--- src/sv/wfh_pkg.sv ---
`default_nettype none

package wfh_pkg;

  localparam int unsigned ByteW = 8;
  localparam int unsigned WordW = 32;
  localparam int unsigned HalfW = 16;

  localparam logic [WordW-1:0] TagRiff      = 32'h5249_4646;
  localparam logic [WordW-1:0] TagWave      = 32'h5741_5645;
  localparam logic [WordW-1:0] TagFmt       = 32'h666D_7420;
  localparam logic [WordW-1:0] FirstChunk   = 32'd12;
  localparam logic [WordW-1:0] MinLastPos   = 32'd43;
  localparam logic [WordW-1:0] RiffEndPos   = 32'd3;
  localparam logic [WordW-1:0] WaveEndPos   = 32'd11;
  localparam logic [WordW:0]   ChunkHdrLen  = 33'd8;
  localparam logic [HalfW-1:0] PcmFormat    = 16'd1;

  // Offsets inside a chunk, counted from its id
  localparam logic [WordW-1:0] OffIdEnd     = 32'd4;
  localparam logic [WordW-1:0] OffSizeEnd   = 32'd8;
  localparam logic [WordW-1:0] OffHdrLast   = 32'd7;
  localparam logic [WordW-1:0] OffFmtLo     = 32'd8;
  localparam logic [WordW-1:0] OffFmtHi     = 32'd9;
  localparam logic [WordW-1:0] OffChLo      = 32'd10;
  localparam logic [WordW-1:0] OffChHi      = 32'd11;
  localparam logic [WordW-1:0] OffRateLo    = 32'd12;
  localparam logic [WordW-1:0] OffRateHi    = 32'd15;
  localparam logic [WordW-1:0] OffBitsLo    = 32'd22;
  localparam logic [WordW-1:0] OffBitsHi    = 32'd23;

  typedef enum logic [3:0] {
    PH_MAGIC = 4'b0001,
    PH_WALK  = 4'b0010,
    PH_FMT   = 4'b0100,
    PH_DONE  = 4'b1000
  } wfh_phase_e;

  typedef enum logic [1:0] {
    VD_OPEN   = 2'd0,
    VD_REJECT = 2'd1,
    VD_ACCEPT = 2'd2
  } wfh_verdict_e;

  typedef struct packed {
    logic [ByteW-1:0] data_byte;
    logic             last_byte;
  } wfh_item_t;

  typedef struct packed {
    logic             header_ok;
    logic [WordW-1:0] rate_hz;
    logic [HalfW-1:0] sample_bits;
    logic [HalfW-1:0] channel_count;
  } wfh_result_t;

endpackage

`default_nettype wire

--- src/sv/wfh_in_reg.sv ---
`default_nettype none

module wfh_in_reg
  import wfh_pkg::*;
(
  input  wire logic      clk_i,
  input  wire logic      rst_ni,
  input  wire logic      valid_i,
  output logic           ready_o,
  input  wire wfh_item_t item_i,
  output logic           valid_o,
  input  wire logic      advance_i,
  output wfh_item_t      item_o
);

  logic      valid_q;
  wfh_item_t item_q;

  assign ready_o = !valid_q || advance_i;
  assign valid_o = valid_q;
  assign item_o  = item_q;

  always_ff @(posedge clk_i or negedge rst_ni) begin
    if (!rst_ni) begin
      valid_q <= 1'b0;
    end else if (ready_o) begin
      valid_q <= valid_i;
    end
  end

  always_ff @(posedge clk_i) begin
    if (ready_o && valid_i) begin
      item_q <= item_i;
    end
  end

endmodule

`default_nettype wire

--- src/sv/wfh_parser.sv ---
`default_nettype none

module wfh_parser
  import wfh_pkg::*;
(
  input  wire logic      clk_i,
  input  wire logic      rst_ni,
  input  wire logic      fire_i,
  input  wire wfh_item_t item_i,
  output logic           res_valid_o,
  output wfh_result_t    res_o
);

  logic [WordW-1:0] pos_q, pos_d;
  wfh_phase_e       phase_q, phase_d;
  logic [WordW-1:0] cs_q, cs_d;
  logic [WordW-1:0] id_q, id_d;
  logic [WordW-1:0] size_q, size_d;
  logic [HalfW-1:0] fmt_q, fmt_d;
  logic [HalfW-1:0] ch_q, ch_d;
  logic [WordW-1:0] rate_q, rate_d;
  logic [HalfW-1:0] bits_q, bits_d;
  wfh_verdict_e     verdict_q, verdict_d;

  logic [WordW:0]   diff;
  logic [WordW-1:0] k;
  logic             before_chunk;
  logic [WordW-1:0] id_new;
  logic [WordW-1:0] size_new;
  logic [WordW:0]   next_cs;
  logic [ByteW-1:0] b;

  always_comb begin
    b            = item_i.data_byte;
    diff         = {1'b0, pos_q} - {1'b0, cs_q};
    k            = diff[WordW-1:0];
    before_chunk = diff[WordW];
    id_new       = {id_q[WordW-ByteW-1:0], b};
    size_new     = {b, size_q[WordW-1:ByteW]};
    next_cs      = {1'b0, cs_q} + ChunkHdrLen + {1'b0, size_new};

    pos_d     = pos_q;
    phase_d   = phase_q;
    cs_d      = cs_q;
    id_d      = id_q;
    size_d    = size_q;
    fmt_d     = fmt_q;
    ch_d      = ch_q;
    rate_d    = rate_q;
    bits_d    = bits_q;
    verdict_d = verdict_q;

    if (pos_q == '1) begin
      // Overlong header: hold the count, reject if still open
      if (phase_q != PH_DONE) begin
        phase_d   = PH_DONE;
        verdict_d = VD_REJECT;
      end
    end else begin
      pos_d = pos_q + WordW'(1);
      unique case (phase_q)
        PH_MAGIC: begin
          id_d = id_new;
          if (pos_q == RiffEndPos && id_new != TagRiff) begin
            phase_d   = PH_DONE;
            verdict_d = VD_REJECT;
          end else if (pos_q == WaveEndPos) begin
            if (id_new != TagWave) begin
              phase_d   = PH_DONE;
              verdict_d = VD_REJECT;
            end else begin
              phase_d = PH_WALK;
            end
          end
        end
        PH_WALK: begin
          if (!before_chunk) begin
            if (k < OffIdEnd) begin
              id_d = id_new;
            end else if (k < OffSizeEnd) begin
              size_d = size_new;
            end
            if (k == OffHdrLast) begin
              if (id_q == TagFmt) begin
                phase_d = PH_FMT;
              end else if (next_cs[WordW]) begin
                // Skip runs past the top of the address space
                phase_d   = PH_DONE;
                verdict_d = VD_REJECT;
              end else begin
                cs_d = next_cs[WordW-1:0];
              end
            end
          end
        end
        PH_FMT: begin
          if (k == OffFmtLo || k == OffFmtHi) begin
            fmt_d = {b, fmt_q[HalfW-1:ByteW]};
          end else if (k == OffChLo || k == OffChHi) begin
            ch_d = {b, ch_q[HalfW-1:ByteW]};
          end else if (k >= OffRateLo && k <= OffRateHi) begin
            rate_d = {b, rate_q[WordW-1:ByteW]};
          end else if (k == OffBitsLo || k == OffBitsHi) begin
            bits_d = {b, bits_q[HalfW-1:ByteW]};
          end
          if (k == OffBitsHi) begin
            phase_d   = PH_DONE;
            verdict_d = (fmt_q == PcmFormat) ? VD_ACCEPT : VD_REJECT;
          end
        end
        PH_DONE: begin
        end
        default: begin
        end
      endcase
    end

    res_o.header_ok     = (verdict_d == VD_ACCEPT) && (pos_q >= MinLastPos);
    res_o.rate_hz       = res_o.header_ok ? rate_d : '0;
    res_o.sample_bits   = res_o.header_ok ? bits_d : '0;
    res_o.channel_count = res_o.header_ok ? ch_d : '0;
  end

  assign res_valid_o = fire_i && item_i.last_byte;

  always_ff @(posedge clk_i or negedge rst_ni) begin
    if (!rst_ni) begin
      pos_q     <= '0;
      phase_q   <= PH_MAGIC;
      cs_q      <= FirstChunk;
      id_q      <= '0;
      size_q    <= '0;
      fmt_q     <= '0;
      ch_q      <= '0;
      rate_q    <= '0;
      bits_q    <= '0;
      verdict_q <= VD_OPEN;
    end else if (fire_i) begin
      if (item_i.last_byte) begin
        // Verdict given: restart for the next header
        pos_q     <= '0;
        phase_q   <= PH_MAGIC;
        cs_q      <= FirstChunk;
        id_q      <= '0;
        size_q    <= '0;
        fmt_q     <= '0;
        ch_q      <= '0;
        rate_q    <= '0;
        bits_q    <= '0;
        verdict_q <= VD_OPEN;
      end else begin
        pos_q     <= pos_d;
        phase_q   <= phase_d;
        cs_q      <= cs_d;
        id_q      <= id_d;
        size_q    <= size_d;
        fmt_q     <= fmt_d;
        ch_q      <= ch_d;
        rate_q    <= rate_d;
        bits_q    <= bits_d;
        verdict_q <= verdict_d;
      end
    end
  end

endmodule

`default_nettype wire

--- src/sv/wfh_out_reg.sv ---
`default_nettype none

module wfh_out_reg
  import wfh_pkg::*;
(
  input  wire logic        clk_i,
  input  wire logic        rst_ni,
  input  wire logic        load_i,
  input  wire wfh_result_t res_i,
  output logic             free_o,
  output logic             valid_o,
  input  wire logic        ready_i,
  output wfh_result_t      res_o
);

  logic        valid_q;
  wfh_result_t res_q;

  assign free_o  = !valid_q || ready_i;
  assign valid_o = valid_q;
  assign res_o   = res_q;

  always_ff @(posedge clk_i or negedge rst_ni) begin
    if (!rst_ni) begin
      valid_q <= 1'b0;
    end else if (load_i) begin
      valid_q <= 1'b1;
    end else if (ready_i) begin
      valid_q <= 1'b0;
    end
  end

  always_ff @(posedge clk_i) begin
    if (load_i) begin
      res_q <= res_i;
    end
  end

endmodule

`default_nettype wire

--- src/sv/wav_fmt_header_parser.sv ---
// RIFF/WAVE header parser. Feed the header one byte per transaction on the
// slave stream, tlast on its final byte; that byte yields one result on the
// master stream: tuser is header_ok, and tdata carries sample rate, bits per
// sample and channel count from the first fmt chunk (all zero unless the
// header is at least 44 bytes, has valid magic, a complete fmt chunk and PCM
// format). A byte is taken every cycle unless a last byte waits for a free
// result register; each byte passes an input register and a single parse
// stage into the result register. Only a last byte waits for a free result
// register; other bytes never stall on the master side once parsed.
`default_nettype none

module wav_fmt_header_parser
  import wfh_pkg::*;
(
  input  wire logic        clk_i,
  input  wire logic        rst_ni,
  input  wire logic        s_axis_tvalid_i,
  output logic             s_axis_tready_o,
  input  wire logic [7:0]  s_axis_tdata_i,   // [7:0] data_byte
  input  wire logic        s_axis_tlast_i,   // last_byte
  output logic             m_axis_tvalid_o,
  input  wire logic        m_axis_tready_i,
  output logic [63:0]      m_axis_tdata_o,   // [31:0] rate_hz, [47:32] sample_bits,
                                             // [63:48] channel_count
  output logic             m_axis_tuser_o    // header_ok
);

  wfh_item_t   in_item;
  wfh_item_t   stage_item;
  logic        stage_valid;
  logic        advance;
  logic        out_free;
  logic        res_valid;
  wfh_result_t res;
  wfh_result_t out_res;

  assign in_item.data_byte = s_axis_tdata_i;
  assign in_item.last_byte = s_axis_tlast_i;

  // Advance the stage unless a last byte meets a full result register
  assign advance = stage_valid && (!stage_item.last_byte || out_free);

  wfh_in_reg u_in_reg (
    .clk_i     (clk_i),
    .rst_ni    (rst_ni),
    .valid_i   (s_axis_tvalid_i),
    .ready_o   (s_axis_tready_o),
    .item_i    (in_item),
    .valid_o   (stage_valid),
    .advance_i (advance),
    .item_o    (stage_item)
  );

  wfh_parser u_parser (
    .clk_i       (clk_i),
    .rst_ni      (rst_ni),
    .fire_i      (advance),
    .item_i      (stage_item),
    .res_valid_o (res_valid),
    .res_o       (res)
  );

  wfh_out_reg u_out_reg (
    .clk_i   (clk_i),
    .rst_ni  (rst_ni),
    .load_i  (res_valid),
    .res_i   (res),
    .free_o  (out_free),
    .valid_o (m_axis_tvalid_o),
    .ready_i (m_axis_tready_i),
    .res_o   (out_res)
  );

  assign m_axis_tuser_o = out_res.header_ok;
  assign m_axis_tdata_o = {out_res.channel_count, out_res.sample_bits,
                           out_res.rate_hz};

  a_reject_zero : assert property (@(posedge clk_i) disable iff (!rst_ni)
    m_axis_tvalid_o && !m_axis_tuser_o |-> m_axis_tdata_o == '0)
    else $error("rejected header carries non-zero fields");

  a_result_source : assert property (@(posedge clk_i) disable iff (!rst_ni)
    $rose(m_axis_tvalid_o) |-> $past(advance && stage_item.last_byte))
    else $error("result appeared without a parsed last byte");

  a_accept_lands : assert property (@(posedge clk_i) disable iff (!rst_ni)
    s_axis_tvalid_i && s_axis_tready_o |=> stage_valid)
    else $error("accepted byte lost before the parse stage");

endmodule

`default_nettype wire
--- config.mk ---
export PLATFORM = sky130hd
export DESIGN_NAME = wav_fmt_header_parser
export DESIGN_NICKNAME = d
export VERILOG_FILES = /design/src/sv/wfh_pkg.sv /design/src/sv/wfh_in_reg.sv /design/src/sv/wfh_parser.sv /design/src/sv/wfh_out_reg.sv /design/src/sv/wav_fmt_header_parser.sv
export SDC_FILE = /design/constraint.sdc
export NUM_CORES = 1
export LEC_CHECK = 0
export BUFFER_PORTS_ARGS = -buffer_cell sky130_fd_sc_hd__buf_2
export CAP_MARGIN = 20
export CORE_MARGIN = 1.5
export CORE_UTILIZATION = 30
export DETAILED_ROUTE_END_ITERATION = 16
export GPL_TIMING_DRIVEN = 0
export HOLD_SLACK_MARGIN = 0.12
export SLEW_MARGIN = 10
export SYNTH_ARGS = -nofsm -noshare
export SYNTH_HDL_FRONTEND = slang
export SYNTH_SLANG_ARGS = --single-unit
--- constraint.sdc ---
create_clock -name clk_i -period 5.4 [get_ports clk_i]
set_input_delay 1.08 -clock clk_i [delete_from_list [all_inputs] [get_ports clk_i]]
set_output_delay 1.08 -clock clk_i [all_outputs]
set_load 0.02 [all_outputs]
==> flow_results.org <==
** Outcome
- Result of the run :: finished clean

** Global routing
- Across every metal layer, demand over resource in global routing totals 16.2%.
- The via count of the first global-routing pass was 12800.
- The number of antenna violations at the first check in global routing came to 0.
- Maximum number of pins on one net before global-route repair :: 79
- The first global-routing pass estimated 73200 µm of wire.
- Global routing finished with a remaining overflow of 0.

** Power and ir drop
- Power per cell area :: 259 nW/µm²
- Part of the total power dissipated in sequential elements :: 46.9%
- Worst VDD drop :: 0.238 mV
- The analysis attributes to cell leakage a power of 9.06 nW.
- Of the total power, the share spent switching nets is 24.3%.
- For this design the total switching power over the nets is 0.00118 W.
- The internal power of the cells totals 0.00369 W.
- The share of total power dissipated in the clock network is 46.7%.
- Combinational share of power :: 6.4%

** Cells and area
- After routing the design area is 18800 µm².
- Area growth from synthesis to final layout :: 15.3%
- Share of post-route cells with drive strength above 1 :: 12.1%
- Commonest non-fill, non-tap cells in the layout :: dfrtp_1, nand2_1, nor2_1, a22o_1, buf_2
- Final net count :: 1833
- In the final layout, flip-flops and latches occupy 7430 µm².
- Leaving out fill and tap cells, the most frequent cell in the layout is dfrtp_1.
- Fill cells in the final layout number between 5000 and 6000.
- 0 antenna diodes ended up in the layout.
- The multi-input combinational cells in the finished layout cover a total of 8270 µm².

** Clock network
- The clock net in this run drives a total of 282 sinks.
- Maximum buffer depth of the clock tree :: 3
- Number of buffers added by the clock tree synthesis step :: 31
- Level count of the clock H-tree :: 1
- Setup Fix Bufs, Post-CTS :: 0
- TritonCTS clock tree :: done
- The clock reaches the later pin of the worst-skew pair after 0.58 ns.
- Clock-pin slew was measured on the worst setup and hold paths at 0.06 ns.
- Clock tree synthesis selected as its root buffer the cell clkbuf_16.

** Setup path
- Critical Path Source Type :: flip-flop
- Critical-path top delay cell :: or4_1
- At the worst endpoint, the required time is 5.87 ns.
- Setup slack, reg-to-reg :: between 0.2 and 0.3 ns
- Walking the worst path, the cells encountered are inv_1 -> ha_1 -> fa_1 -> nor2b_1 -> o2111ai_1 -> a21boi_2 -> o21ai_1 -> nand2_1 -> mux2_2 -> a211oi_1 -> and3_1 -> nand2_2 -> or4_1 -> buf_4 -> a21o_1 -> buf_6 -> a22o_1.
- Max Fanout on Critical Path :: 10
- Slowest cell delay on critical path :: roughly 0.6 ns
- Data arrives at the worst endpoint at 5.61 ns.
- The worst setup path is captured at a flip-flop.
- The worst setup path is of the reg -> reg kind.

** STA
- Max-Slew Margin vs Limit :: 44.9%
- Clock Skews :: approximately 0.0095 ns
- The number of max-slew violations in the final report was 0.
- Hold violation total from the final report :: 0
- Final worst-path cycle share :: 95.2%
- Setup violations remaining at the end of the flow were counted as 0.
- Max frequency :: 195 MHz
- Tmin final :: between 5 and 6 ns
- Least setup slack across all paths after layout :: roughly 0.26 ns
- Transition time of the tightest slew-check pin :: 0.815 ns

** Synthesis
- After synthesis, flip-flops and latches occupy 45.5% of the total area.
- Total standard cell area after synthesis :: 16300 µm²
- Yosys attributes the largest share of cell area to dfrtp_1, edfxtp_1, ha_1.
- Number of instances in the synthesized netlist :: approximately 1600
- Count of warnings emitted by yosys :: 0
- Each instance of the synthesized netlist takes up on average 10.2 µm².
- Of all cell types, the one taking the most synthesized area is dfrtp_1.
- Yosys mapped the design onto 91 distinct sky130hd cell types.
- FF+latch count, synth :: 282
- Share of synthesized flip-flops with an asynchronous set or reset :: around 74%
- When the netlist entered floorplanning its net count stood at between 1500 and 2000.
- After synthesis, the largest area contributor takes up 31.4% of total cell area.
- For this run, the leading register cell type out of synthesis is dfrtp_1.
- Yosys mapped a number of flops with a built-in enable equal to 74.

** Placed design
- At the placement stage, the worst setup path has a slack of approximately 0.12 ns.
- Port buffering added 79 buffers.
- Detailed placement finished with a half-perimeter wire length of 33800 µm.
- After detailed placement, the total cell area comes to 17700 µm².
- At the end of routability-driven placement, the weighted congestion stood at between 0.9 and 1.

** Run
- Max Cap Viol :: 0

** Routing
- Summed over all layers, the routed wires come to around 46000 µm.
- Iter 0 DRT Violations :: 1240
- Using the TritonRoute via totals, the vias-per-cell ratio works out to roughly 5.4.
- In the routed design, unresolved DRC markers number 0.
- Pre-Repair DR Iteration Count :: 6
- Count of antenna-violating nets left after detailed routing :: 0
- In the final routed layout, each cell accounts on average for around 19 µm.
- Total number of vias :: 13200

** Floorplanning
- The floorplan has 85 rows.
- Measured along the y axis, the die boundary spans about 240 µm.
- The floorplan step defined a core boundary enclosing 53800 µm².
- For this configuration, the core starts out at a cell density of roughly 30%.
- In this run the count of I/O pins placed on the die edge is 80.
- The floorplan step set the die width to 236 µm.
- Total Die Area :: 55800 µm²

** Min path
- The path class of the tightest hold or removal check is in -> async.
worst paths after layout:
| path | from | cells past startpoint | endpoint |
|---|---|---|---|
| setup / recovery | u_parser.pos_q[0]$_DFFE_PN0P_ | 17 | u_parser.ch_q[7]$_DFFE_PN0P_ |
| hold / removal | rst_ni | 1 | u_parser.ch_q[0]$_DFFE_PN0P_ |
| setup reg to reg | u_parser.pos_q[0]$_DFFE_PN0P_ | 17 | u_parser.ch_q[7]$_DFFE_PN0P_ |
| hold reg to reg | u_parser.id_q[30]$_DFFE_PN0P_ | 1 | u_parser.id_q[30]$_DFFE_PN0P_ |
| max in group asynchronous | rst_ni | 3 | u_parser.cs_q[3]$_DFFE_PN1P_ |
| min in group clk_i | u_parser.id_q[30]$_DFFE_PN0P_ | 1 | u_parser.id_q[30]$_DFFE_PN0P_ |
flip-flops by register name, indices dropped and copies added (netlist names):
register,flops
u_in_reg.item_o,9
u_in_reg.valid_o,1
u_out_reg.res_o,65
u_out_reg.valid_o,1
u_parser.bits_q,16
u_parser.ch_q,16
u_parser.cs_q,32
u_parser.fmt_q,16
u_parser.id_q,32
u_parser.phase_q,4
u_parser.pos_q,32
u_parser.rate_q,32
u_parser.size_q,24
u_parser.verdict_q,2
cells by family (layout without fill, tap and decap cells):
| kind of cell | after synthesis | in the layout | synth area share [%] |
|---|---|---|---|
| buffers and inverters | 146 | 288 | 3.98 |
| and+or+nand+nor | 496 | 496 | 15.0 |
| xor gates and xnor gates | 66 | 66 | 3.54 |
| DFF | 282 | 282 | 45.5 |
| adders and majority gates | 98 | 98 | 7.61 |
| muxes | 91 | 91 | 5.63 |
| AOI/OAI and AO/OA | 426 | 426 | 18.7 |
Yosys cell counts (8+ instances only):
cell type / number
nor3_1: 24
nand2b_1: 9
o21bai_1: 10
nand4_1: 33
a21oi_1: 65
edfxtp_1: 74
a22oi_1: 27
buf_6: 9
clkbuf_1: 45
ha_1: 96
nor2b_1: 15
inv_1: 67
o21ai_0: 73
mux2i_1: 85
o21a_1: 8
nand3_1: 34
a31oi_1: 10
xnor2_1: 31
a22o_1: 109
nand2_1: 145
xor2_1: 35
or3_1: 13
dfrtp_1: 205
nor4_1: 23
buf_2: 21
o21ai_1: 16
nor2_1: 140
a21o_1: 40
metrics by stage:
stage	hold slack (ns)	util [%]	total power, W	setup TNS, ns	std cells
after floorplan	0.464	-	0.00250	0	1605
after global placement	0.489	32.7	0.00263	-63.19	2380
after detailed placement	0.491	32.9	0.00264	0	2384
after CTS	0.428	34.9	0.00491	0	2442
after global routing	0.447	35.0	0.00503	-0.211	2443
final	0.416	35.0	0.00487	0	2443
power groups by stage:
stage,combinational [W],sequential (W),clock [W]
after floorplan,0.000178,0.00232,0
after global placement,0.000297,0.00233,0
after detailed placement,0.000312,0.00232,0
after CTS,0.000314,0.00229,0.00231
after global routing,0.000347,0.00229,0.00239
final,0.000312,0.00229,0.00227
cell type report:
| type | count | share of cell area [%] |
|---|---|---|
| multi-input combinational | 1177 | 43.9 |
| tap | 696 | 4.63 |
| clock inverter | 17 | 1.22 |
| inverter | 68 | 1.36 |
| buffer | 78 | 2.13 |
| clock buffer | 41 | 4.59 |
| timing repair buffer | 84 | 2.65 |
| sequential | 282 | 39.5 |
what timing repair did:
item                                    in CTS  in global routing
endpoints found under the setup margin       0                176
resized for setup                            0                  8
hold buffers                                 0                  0
worst max-delay path: cells and delay by family (launching register included):
kind | cells | cell delay (ns)
AO/OA/AOI/OAI | 6 | 1.68
AND/OR/NAND/NOR | 5 | 1.48
flip-flops | 1 | 0.37
adder cells (fa/ha/maj) | 2 | 0.65
multiplexers | 1 | 0.34
buffers and inverters | 3 | 0.52
routing by layer:
layer | vias to the layer above | global-route usage (%) | routed length (µm)
li1 | 6193 | - | -
met1 | 6526 | 23.3 | 21700
met2 | 413 | 25.7 | 20700
met3 | 73 | 1.88 | 2370
met4 | 0 | 4.64 | 1290
met5 | - | 0 | 0
No activity file was read; power rests on OpenSTA's default activity.
